**config.mk**
```make
export PLATFORM = sky130hd
export DESIGN_NAME = dual_channel_trimmed_mean_filter
export DESIGN_NICKNAME = d
export VERILOG_FILES = /design/src/hdl/dctm_pkg.sv /design/src/hdl/dual_channel_trimmed_mean_filter.sv /design/src/hdl/dctm_cell.sv /design/src/hdl/dctm_reduce.sv
export VERILOG_INCLUDE_DIRS = /design/src /design/src/hdl
export SDC_FILE = /design/constraint.sdc
export NUM_CORES = 2
export LEC_CHECK = 0
export ABC_CLOCK_PERIOD_IN_PS = 12800
export BUFFER_PORTS_ARGS = -buffer_cell sky130_fd_sc_hd__buf_2
export CORE_UTILIZATION = 60
export DETAILED_ROUTE_END_ITERATION = 6
export GPL_ROUTABILITY_DRIVEN = 0
export GPL_TIMING_DRIVEN = 0
export PLACE_DENSITY = 0.82
export SETUP_SLACK_MARGIN = 0.2
export SLEW_MARGIN = 20
export SYNTH_ARGS = -nofsm -noshare
export SYNTH_HDL_FRONTEND = slang
export SYNTH_SLANG_ARGS = --single-unit
export TNS_END_PERCENT = 1
```
**constraint.sdc**
```tcl
create_clock -name clk -period 12.8 [get_ports clk]
set_input_delay 2.56 -clock clk [delete_from_list [all_inputs] [get_ports clk]]
set_output_delay 2.56 -clock clk [all_outputs]
set_load 0.05 [all_outputs]
```
**src/hdl/dual_channel_trimmed_mean_filter_macros.svh**
```systemverilog
// Assertion macros for the dual-channel trimmed-mean filter.
`ifndef DUAL_CHANNEL_TRIMMED_MEAN_FILTER_MACROS_SVH
`define DUAL_CHANNEL_TRIMMED_MEAN_FILTER_MACROS_SVH

// An expression that must hold at every clock edge out of reset.
`define DCTM_ASSERT_ALWAYS(label, clk, rst, expr, msg) \
  label: assert property (@(posedge clk) disable iff (rst) (expr)) else $error(msg);

// When the antecedent holds, the consequent must hold in the next cycle.
`define DCTM_ASSERT_NEXT(label, clk, rst, ante, cons, msg) \
  label: assert property (@(posedge clk) disable iff (rst) (ante) |=> (cons)) \
    else $error(msg);

`endif

```
**src/hdl/dctm_pkg.sv**
```systemverilog
// Shared constants and types for the dual-channel trimmed-mean filter.
package dctm_pkg;

  // Samples per block; ranks TRIM_LO..TRIM_LO+TRIM_N-1 must exist.
  localparam int SAMPLES  = 32;
  localparam int TRIM_LO  = 10;
  localparam int TRIM_N   = 10;

  localparam int SAMPLE_W = 12;
  localparam int VAL_W    = SAMPLE_W + 1;
  localparam int SUM_W    = 16;
  localparam int VOLT_W   = 18;
  localparam int CNT_W    = $clog2(SAMPLES + 1);

  // Empty marker: larger than any real sample, so it sinks to the top.
  localparam logic [VAL_W-1:0] EMPTY = {1'b1, {SAMPLE_W{1'b0}}};

  // floor(y/5) = (y * RECIP) >> RECIP_SHIFT, exact for y < 2**18.
  localparam int Y_W         = SUM_W + 2;
  localparam int RECIP_W     = 18;
  localparam int RECIP_SHIFT = 20;
  localparam logic [RECIP_W-1:0] RECIP = RECIP_W'(209716);
  localparam int PROD_W      = Y_W + RECIP_W;

  // Register stages of the summing unit.
  localparam int PIPE_DEPTH = 3;

  typedef logic [TRIM_N-1:0][SAMPLE_W-1:0] trim_vec_t;

endpackage

```
**src/hdl/dual_channel_trimmed_mean_filter.sv**
```systemverilog
// Top level of the dual-channel trimmed-mean filter.
//
// Input channel: in_valid/in_ready with sample_a and sample_b, one pair per item.
// Output channel: out_valid/out_ready with sum_a, sum_b, volts_a and volts_b.
// Each channel feeds a row of SAMPLES sorter cells. While a block fills, one
// pair is taken per cycle while in_valid is high, and each value ripples right
// until it finds its rank. After the last pair of a block the rows settle, then
// the summing unit (three register stages) adds ranks 10 to 19 and forms the
// voltage, and out_valid rises. A block thus passes through fill, settle,
// summing and output phases in turn; the length of the fill phase is set by the
// single cell-row insert port. in_ready is low from the last pair of a block
// until the result item is taken; a stalled receiver simply holds the result,
// since the rows and the summing unit stay frozen. Volts carry 16 fractional bits.
// Reset empties both rows and restarts block counting; no clearing pass is needed.
`include "dual_channel_trimmed_mean_filter_macros.svh"

module dual_channel_trimmed_mean_filter (
  input  logic                              clk,
  input  logic                              rst,
  input  logic                              in_valid,
  output logic                              in_ready,
  input  logic [dctm_pkg::SAMPLE_W-1:0]     sample_a,
  input  logic [dctm_pkg::SAMPLE_W-1:0]     sample_b,
  output logic                              out_valid,
  input  logic                              out_ready,
  output logic [dctm_pkg::SUM_W-1:0]        sum_a,
  output logic [dctm_pkg::SUM_W-1:0]        sum_b,
  output logic [dctm_pkg::VOLT_W-1:0]       volts_a,
  output logic [dctm_pkg::VOLT_W-1:0]       volts_b
);

  localparam logic [1:0] ST_FILL  = 2'd0;
  localparam logic [1:0] ST_DRAIN = 2'd1;
  localparam logic [1:0] ST_SUM   = 2'd2;
  localparam logic [1:0] ST_OUT   = 2'd3;

  logic [1:0]                  state;
  logic [dctm_pkg::CNT_W-1:0]  cnt;
  logic                        in_take;
  logic                        out_take;
  logic                        clear;

  logic [dctm_pkg::VAL_W-1:0]  link_a [dctm_pkg::SAMPLES+1];
  logic [dctm_pkg::VAL_W-1:0]  link_b [dctm_pkg::SAMPLES+1];
  logic [dctm_pkg::VAL_W-1:0]  held_a [dctm_pkg::SAMPLES];
  logic [dctm_pkg::VAL_W-1:0]  held_b [dctm_pkg::SAMPLES];
  dctm_pkg::trim_vec_t         ranks_a;
  dctm_pkg::trim_vec_t         ranks_b;

  assign in_ready  = (state == ST_FILL);
  assign out_valid = (state == ST_OUT);
  assign in_take   = in_valid && in_ready;
  assign out_take  = out_valid && out_ready;
  assign clear     = rst || out_take;

  // New samples enter the left end; idle cycles push empty markers.
  assign link_a[0] = in_take ? {1'b0, sample_a} : dctm_pkg::EMPTY;
  assign link_b[0] = in_take ? {1'b0, sample_b} : dctm_pkg::EMPTY;

  // Two rows of sorter cells, one per channel.
  for (genvar i = 0; i < dctm_pkg::SAMPLES; i++) begin : g_row
    dctm_cell u_cell_a (
      .clk   (clk),
      .clear (clear),
      .din   (link_a[i]),
      .held  (held_a[i]),
      .dout  (link_a[i+1])
    );
    dctm_cell u_cell_b (
      .clk   (clk),
      .clear (clear),
      .din   (link_b[i]),
      .held  (held_b[i]),
      .dout  (link_b[i+1])
    );
  end

  // Tap the cells that hold the trimmed ranks.
  always_comb begin
    for (int k = 0; k < dctm_pkg::TRIM_N; k++) begin
      ranks_a[k] = held_a[dctm_pkg::TRIM_LO + k][dctm_pkg::SAMPLE_W-1:0];
      ranks_b[k] = held_b[dctm_pkg::TRIM_LO + k][dctm_pkg::SAMPLE_W-1:0];
    end
  end

  dctm_reduce u_reduce_a (
    .clk   (clk),
    .ranks (ranks_a),
    .sum   (sum_a),
    .volts (volts_a)
  );

  dctm_reduce u_reduce_b (
    .clk   (clk),
    .ranks (ranks_b),
    .sum   (sum_b),
    .volts (volts_b)
  );

  // Block sequencer: fill, let the rows settle, run the summing unit, offer the item.
  always_ff @(posedge clk) begin
    if (rst) begin
      state <= ST_FILL;
      cnt   <= '0;
    end else begin
      case (state)
        ST_FILL: begin
          if (in_take) begin
            if (cnt == dctm_pkg::CNT_W'(dctm_pkg::SAMPLES - 1)) begin
              state <= ST_DRAIN;
              cnt   <= '0;
            end else begin
              cnt <= cnt + 1'b1;
            end
          end
        end
        ST_DRAIN: begin
          if (cnt == dctm_pkg::CNT_W'(dctm_pkg::SAMPLES - 1)) begin
            state <= ST_SUM;
            cnt   <= '0;
          end else begin
            cnt <= cnt + 1'b1;
          end
        end
        ST_SUM: begin
          if (cnt == dctm_pkg::CNT_W'(dctm_pkg::PIPE_DEPTH - 1)) begin
            state <= ST_OUT;
            cnt   <= '0;
          end else begin
            cnt <= cnt + 1'b1;
          end
        end
        ST_OUT: begin
          if (out_ready) begin
            state <= ST_FILL;
          end
        end
        default: begin
          state <= ST_FILL;
          cnt   <= '0;
        end
      endcase
    end
  end

  // Checks on the sequencer.
  `DCTM_ASSERT_ALWAYS(a_one_side, clk, rst, !(in_ready && out_valid), "input and output both open")
  `DCTM_ASSERT_ALWAYS(a_fill_bound, clk, rst, !(state == ST_FILL) || (cnt < dctm_pkg::CNT_W'(dctm_pkg::SAMPLES)), "fill count past block size")
  `DCTM_ASSERT_NEXT(a_restart, clk, rst, out_take, in_ready && !out_valid, "no new block after result taken")

endmodule

```
**src/hdl/dctm_cell.sv**
```systemverilog
// One cell of the systolic insertion sorter: keeps the smaller value, passes the larger.
module dctm_cell (
  input  logic                          clk,
  input  logic                          clear,
  input  logic [dctm_pkg::VAL_W-1:0]    din,
  output logic [dctm_pkg::VAL_W-1:0]    held,
  output logic [dctm_pkg::VAL_W-1:0]    dout
);

  // Compare the arriving value with the held one and hand the larger to the right.
  always_ff @(posedge clk) begin
    if (clear) begin
      held <= dctm_pkg::EMPTY;
      dout <= dctm_pkg::EMPTY;
    end else if (din < held) begin
      held <= din;
      dout <= held;
    end else begin
      dout <= din;
    end
  end

endmodule

```
**src/hdl/dctm_reduce.sv**
```systemverilog
// Trimmed sum and fixed-point voltage pipeline for one channel.
module dctm_reduce (
  input  logic                           clk,
  input  dctm_pkg::trim_vec_t            ranks,
  output logic [dctm_pkg::SUM_W-1:0]     sum,
  output logic [dctm_pkg::VOLT_W-1:0]    volts
);

  localparam int PAIRS  = dctm_pkg::TRIM_N / 2;
  localparam int PAIR_W = dctm_pkg::SAMPLE_W + 1;

  logic [PAIR_W-1:0]                 pair_sum [PAIRS];
  logic [dctm_pkg::SUM_W-1:0]        total;
  logic [dctm_pkg::SUM_W-1:0]        total_next;
  logic [dctm_pkg::SUM_W-1:0]        sum_q;
  logic [dctm_pkg::Y_W-1:0]          y;
  logic [dctm_pkg::PROD_W-1:0]       prod;
  logic [dctm_pkg::SUM_W-1:0]        quot;

  // First stage: add neighboring ranks in pairs.
  always_ff @(posedge clk) begin
    for (int p = 0; p < PAIRS; p++) begin
      pair_sum[p] <= PAIR_W'(ranks[2*p]) + PAIR_W'(ranks[2*p+1]);
    end
  end

  // Second stage: add the pair sums.
  always_comb begin
    total_next = '0;
    for (int p = 0; p < PAIRS; p++) begin
      total_next = total_next + dctm_pkg::SUM_W'(pair_sum[p]);
    end
  end

  always_ff @(posedge clk) begin
    total <= total_next;
  end

  // Third stage: sum*24/5 = 4*sum + floor(4*sum/5), the division done by reciprocal.
  assign y    = {total, 2'b00};
  assign prod = dctm_pkg::PROD_W'(y) * dctm_pkg::PROD_W'(dctm_pkg::RECIP);

  always_ff @(posedge clk) begin
    sum_q <= total;
    quot  <= prod[dctm_pkg::RECIP_SHIFT +: dctm_pkg::SUM_W];
  end

  assign sum   = sum_q;
  assign volts = dctm_pkg::VOLT_W'({sum_q, 2'b00}) + dctm_pkg::VOLT_W'(quot);

endmodule

```
# After elaboration in Yosys (flattened, before gate mapping)
# Memories as Yosys holds them, arrays and structs flattened.
# Index checks and enable logic that the tools add are counted.
totals:
  ff_bits: 1118
  ram_bits: 130
  inputBits: 28
  wordCells: 218
  memories: 2
mem_list:
  columns: ["memory", "words", "word_bits", "rd", "rd_clocked_by_memory_dff", "write_ports", "line", "text"]
  rows:
  - ["u_reduce_a.pair_sum", 5, 13, 5, 0, 5, "dctm_reduce.sv:12", "logic [PAIR_W-1:0] pair_sum [PAIRS];"]
  - ["u_reduce_b.pair_sum", 5, 13, 5, 0, 5, "dctm_reduce.sv:12", null]
op_classes:
  n_addsub: 21
  multipliers: 2
  n_lt_le_gt_ge: 40
  n_eq_ne: 10
  n_mux: 50
  n_reduce_logical: 7
ops:
  columns: ["op", "n"]
  rows:
  - ["< comparator 13 bit", 40]
  - ["2-to-1 mux 13 bit", 40]
  - ["adder 12 x 12 -> 13 bit", 10]
  - ["adder 16 x 13 -> 16 bit", 6]
  - ["multiplier 16 x 16 -> 32 bit, second input constant", 2]
  - ["adder 18 x 16 -> 18 bit", 2]
  - ["adder 13 x 13 -> 14 bit", 2]
  - ["2-to-1 mux 6 bit", 3]
  - ["case mux 6 bit (3 select lines)", 1]
  - ["2-to-1 mux 2 bit", 5]
  - ["case mux 2 bit (4 select lines)", 1]
  - ["adder 6 x 1 -> 6 bit, second input constant", 1]
  - ["== test 6 x 2 -> 1 bit, second input constant", 1]
  - ["== test 6 x 5 -> 1 bit, second input constant", 1]
  - ["!= test 2 x 1 -> 1 bit, second input constant", 3]
  - ["AND reduction 5 bit", 1]
  - ["== test 2 bit, second input constant", 2]
  - ["!= test 2 bit, second input constant", 2]
  - ["nonzero test 3 bit", 1]
  - ["== test 2 x 1 -> 1 bit, second input constant", 1]
  - ["logical AND 1 bit", 2]
  - ["logical NOT 2 bit", 1]
  - ["AND reduction 2 bit", 1]
  - ["logical OR 1 bit", 1]

# Depth between registers and ports, before layout
depth:
  depth_word: 5
  ltp_mapped: 22
  ltp_nobuf: 22

# By module
# From an unflattened synthesis, not the netlist that was laid out.
hier_totals:
  hier_cells: 7433
  hier_area_um2: 75526.2
modules_own_cells:
  columns: ["module", "instances", "cells_each", "area_each_um2"]
  rows:
  - ["dctm_cell", 40, 127, 1307.5]
  - ["dctm_reduce at u_reduce_b", 1, 1137, 11310.8]
  - ["dctm_reduce at u_reduce_a", 1, 1130, 11228.3]
  - ["dual_channel_trimmed_mean_filter", 1, 86, 686.9]

# Worst setup path after synthesis
# OpenSTA, ideal clock, no wires.
synth_path:
  kind: "flip-flop to output port"
  from: "register u_reduce_b.sum_q, in the netlist u_reduce_b.sum[0]"
  to: "output port volts_b[16] (netlist bit)"
  arrival_time_ps: 3146
  t_required_ps: 10240
  setup_slack_ps: 7094
  path_stages_with_launch: 12
  cell_sequence: "dfxtp_1 > ha_1 > inv_1 > fa_1 > nor2b_1 > o21ai_0 > a21boi_0 > o31a_1 > o2111ai_1 > nand3b_1 > a31oi_1 > xnor2_1"
synth_via:
  elab_chain_cells: 1
synth_lines:
  columns: ["item", "line", "text"]
  rows:
  - ["start, declared", "dctm_reduce.sv:15", "logic [dctm_pkg::SUM_W-1:0] sum_q;"]
  - ["start signal, assigned", "dctm_reduce.sv:44", "sum_q <= total;"]
  - ["adder 18 x 16 -> 18 bit", "dctm_reduce.sv:49", "assign volts = dctm_pkg::VOLT_W'({sum_q, 2'b00}) + dctm_pkg::VOLT_W'(quot);"]
  - ["end, declared", "dual_channel_trimmed_mean_filter.sv:29", "output logic [dctm_pkg::VOLT_W-1:0] volts_b"]
# Every way passes these cells.

# Worst setup path after layout
layout_path:
  from: "register u_reduce_a.sum_q, in the netlist u_reduce_a.sum[0]"
  to: "output port volts_a[16] (netlist bit)"
layout_via:
  elab_chain_cells: 1
layout_lines:
  columns: ["item", "line", "text"]
  rows:
  - ["start, declared", "dctm_reduce.sv:15", null]
  - ["start signal, assigned", "dctm_reduce.sv:44", null]
  - ["adder 18 x 16 -> 18 bit", "dctm_reduce.sv:49", null]
  - ["end, declared", "dual_channel_trimmed_mean_filter.sv:28", "output logic [dctm_pkg::VOLT_W-1:0] volts_a,"]
# Every way passes these cells.

==> metrics.csv <==
metric;value;unit
netlist.area_leader.share;34.81;%
cts_hold_buf;0;
endpoint;volts_a[16];
drive_gt1_share;5.932;%
maxCapViolCount;0;
via_count;60630;
r2r_start;u_reduce_a.total[4];
violations;design-rule violations;
num_rows;126;
firstDrtPassIters;7;
worstSetupPathType;reg -> out;
finalClockSkew;0.03567;ns
pin_count;98;
rsz0062_at_grt;false;
syn-num-nets;9571;
post_drt_wl_per_cell;17.98;µm
finalHoldViolCount;0;
hold_depth;2;
worstSkewPairLatency;0.77;ns
cp_max_fo;3;
ys.flop_type;dfxtp_1;
grt_overflow;0;
core_area;0.1184;mm²
placed_cell_area;0.07427;mm²
fin_crit;6.213;ns
max-vdd-ir-drop;139.6;µV
cts_made_buffers;132;
fill_cells;9002;
die_w;347.9;µm
synth.avg_cell_area;8.580;µm²
synth-seq-cells;1248;
grt.total_usage;30.20;%
final_nets;9801;
initial_core_util;60.63;%
yosysWarnings;0;
crit_required;10.24;ns
synth_edf_count;0;
ff2ff_path_depth;21;
p_leak;0.03539;µW
postCtsSetupBuffers;0;
reg2reg_slack;6.64;ns
fin_area;0.07877;mm²
grt_pass1_wl;300000;µm
grt_max_degree;17;
timing.fmax;0.1609;GHz
combinationalPowerShare;23.1;%
dp.cells;10060;
finalCritPeriodShare;48.54;%
hold_class;reg -> reg;
setup_violations;0;
p_clk_share;37.9;%
cts_resized;0;
slew_violations;0;
syn_area;0.07178;mm²
synth.top_cells.by_area;dfxtp_1, ha_1, nand3_1;
die_area;0.1210;mm²
relSlewSlack;21.13;%
detail-route-antenna-nets;0;
drc;7;
cellPowerDensity;133.7;mW/mm²
place.port_buffers;96;
path_clk_slew;0.07;ns
cp-startpoint;u_reduce_a.sum[0];
regToRegEndpoint;u_reduce_a.quot[13];
syn_inst;8366;
p_sw_share;32.80;%
dp_hpwl;138300;µm
seqPwrFrac;39.0;%
async_flop_share;0;%
clockBufferDepth;3;
cts_sinks;1248;
p_switching;3456;µW
grt_pass1_vias;59020;
start_kind;flip-flop;
via_per_inst;5.887;
dp_slack;6.671;ns
antenna_found_initial;2;
final_cells;10300;
mostFrequentLayoutCells;dfxtp_1, inv_1, nand2_1;
tightest_slew;1.183;ns
fin_tns_setup;0;ns
yosysTopAreaCell;dfxtp_1;
htreeDepth;4;
diodes;0;
p_int;7079;µW
cts_tree;done;
final_common_cell;dfxtp_1;
ys_types;71;
setup_ws;6.587;ns
arrival;3.65;ns
drt_wl_total;185200;µm
seq_area_frac_synth;34.81;%
cts_root_buf;clkbuf_16;
worst_setup_path_end_kind;output pin;
fin_util;66.53;%
drtIter0Drc;5900;
area_growth;9.740;%
status;finished with violations;
die_h;347.9;µm
-- power groups by stage --
stage               Sequential (µW)  Clock (µW)  Combinational (µW)
global route                   4120        4200                2640
global placement               4190           0                2290
detailed placement             4190           0                2340
finish                         4110        3990                2430
CTS                            4110        4020                2370
floorplan                      4160           0                1710
-- sequential cells by signal (all words and copies together) (netlist names) --
| name | cells |
|---|---|
| g_row.u_cell_a.dout | 247 |
| g_row.u_cell_b.dout | 247 |
| u_reduce_a.sum | 16 |
| u_reduce_b.quot | 16 |
| u_reduce_b.sum | 16 |
| g_row.u_cell_a.held | 260 |
| u_reduce_b.pair_sum | 65 |
| cnt | 6 |
| u_reduce_a.pair_sum | 65 |
| g_row.u_cell_b.held | 260 |
| u_reduce_a.total | 16 |
| state | 2 |
| u_reduce_b.total | 16 |
| u_reduce_a.quot | 16 |
-- stage by stage --
step	hold slack (ns)	power, µW
2_1_floorplan	0.3866	5878
3_3_place_gp	0.4553	6475
3_5_place_dp	0.4596	6536
4_1_cts	0.4655	10500
5_1_grt	0.4728	10970
6_report	0.4730	10540
-- area by class of cell --
cell class	instances	area, µm²	area share [%]
timing repair buffer	96	480.5	0.6099
inverter	1022	3836	4.870
tap	1600	2002	2.541
clock inverter	51	694.4	0.8816
multi-input combinational	5680	41160	52.25
sequential	1248	24980	31.72
buffer	416	1810	2.298
clock buffer	185	3809	4.835
-- worst max-delay path, stage by stage, from the launching register on --
cell and delay [ns]:
dfxtp_1 0.36, ha_1 0.27, inv_1 0.09, fa_1 0.44, nor2b_1 0.12, o21ai_0 0.11
a21boi_0 0.37, o211ai_1 0.18, a21oi_1 0.23, o31ai_1 0.13, a21oi_1 0.16, xor2_1 0.15
buf_2 0.27
-- routing by layer --
metal / vias up / routed length, µm / track usage [%]
li1: 28900 / - / -
met1: 28690 / 78510 / 39.27
met2: 2569 / 85060 / 49.80
met3: 466 / 13680 / 4.403
met4: 0 / 7902 / 13.26
met5: - / 0 / 0
-- kinds of logic (layout without fill, tap and decap cells) --
logic type	after synthesis	count (layout)	share of synthesized area, %
AND/OR/NAND/NOR	2455	2455	15.62
AO/OA/AOI/OAI	1787	1787	15.56
buffers and inverters	1438	1770	7.858
flip-flops	1248	1248	34.81
adder cells (fa/ha/maj)	1177	1177	22.88
XOR/XNOR	208	208	2.538
multiplexers	53	53	0.7391
-- worst min path at each step --
stage / start / end / slack, ns
2_1_floorplan: u_reduce_b.total[13] / u_reduce_b.sum[13] / 0.39
3_3_place_gp: g_row[0].u_cell_a.held[12] / g_row[0].u_cell_a.dout[12] / 0.46
3_5_place_dp: g_row[18].u_cell_a.dout[0] / g_row[19].u_cell_a.held[0] / 0.46
4_1_cts: u_reduce_b.total[13] / u_reduce_b.sum[13] / 0.47
5_1_grt: u_reduce_b.total[13] / u_reduce_b.sum[13] / 0.47
6_report: g_row[2].u_cell_a.dout[0] / g_row[3].u_cell_a.dout[0] / 0.47
-- cells in the mapped netlist, types with 127 or more instances --
master,instances
dfxtp_1,1248
nand2_1,1005
clkbuf_1,276
fa_1,226
xnor2_1,143
a21o_1,349
o21ai_0,879
a21oi_1,127
buf_2,129
ha_1,951
nor2_1,179
nand3_1,916
inv_1,1022
(Power assumes the default switching activity.)
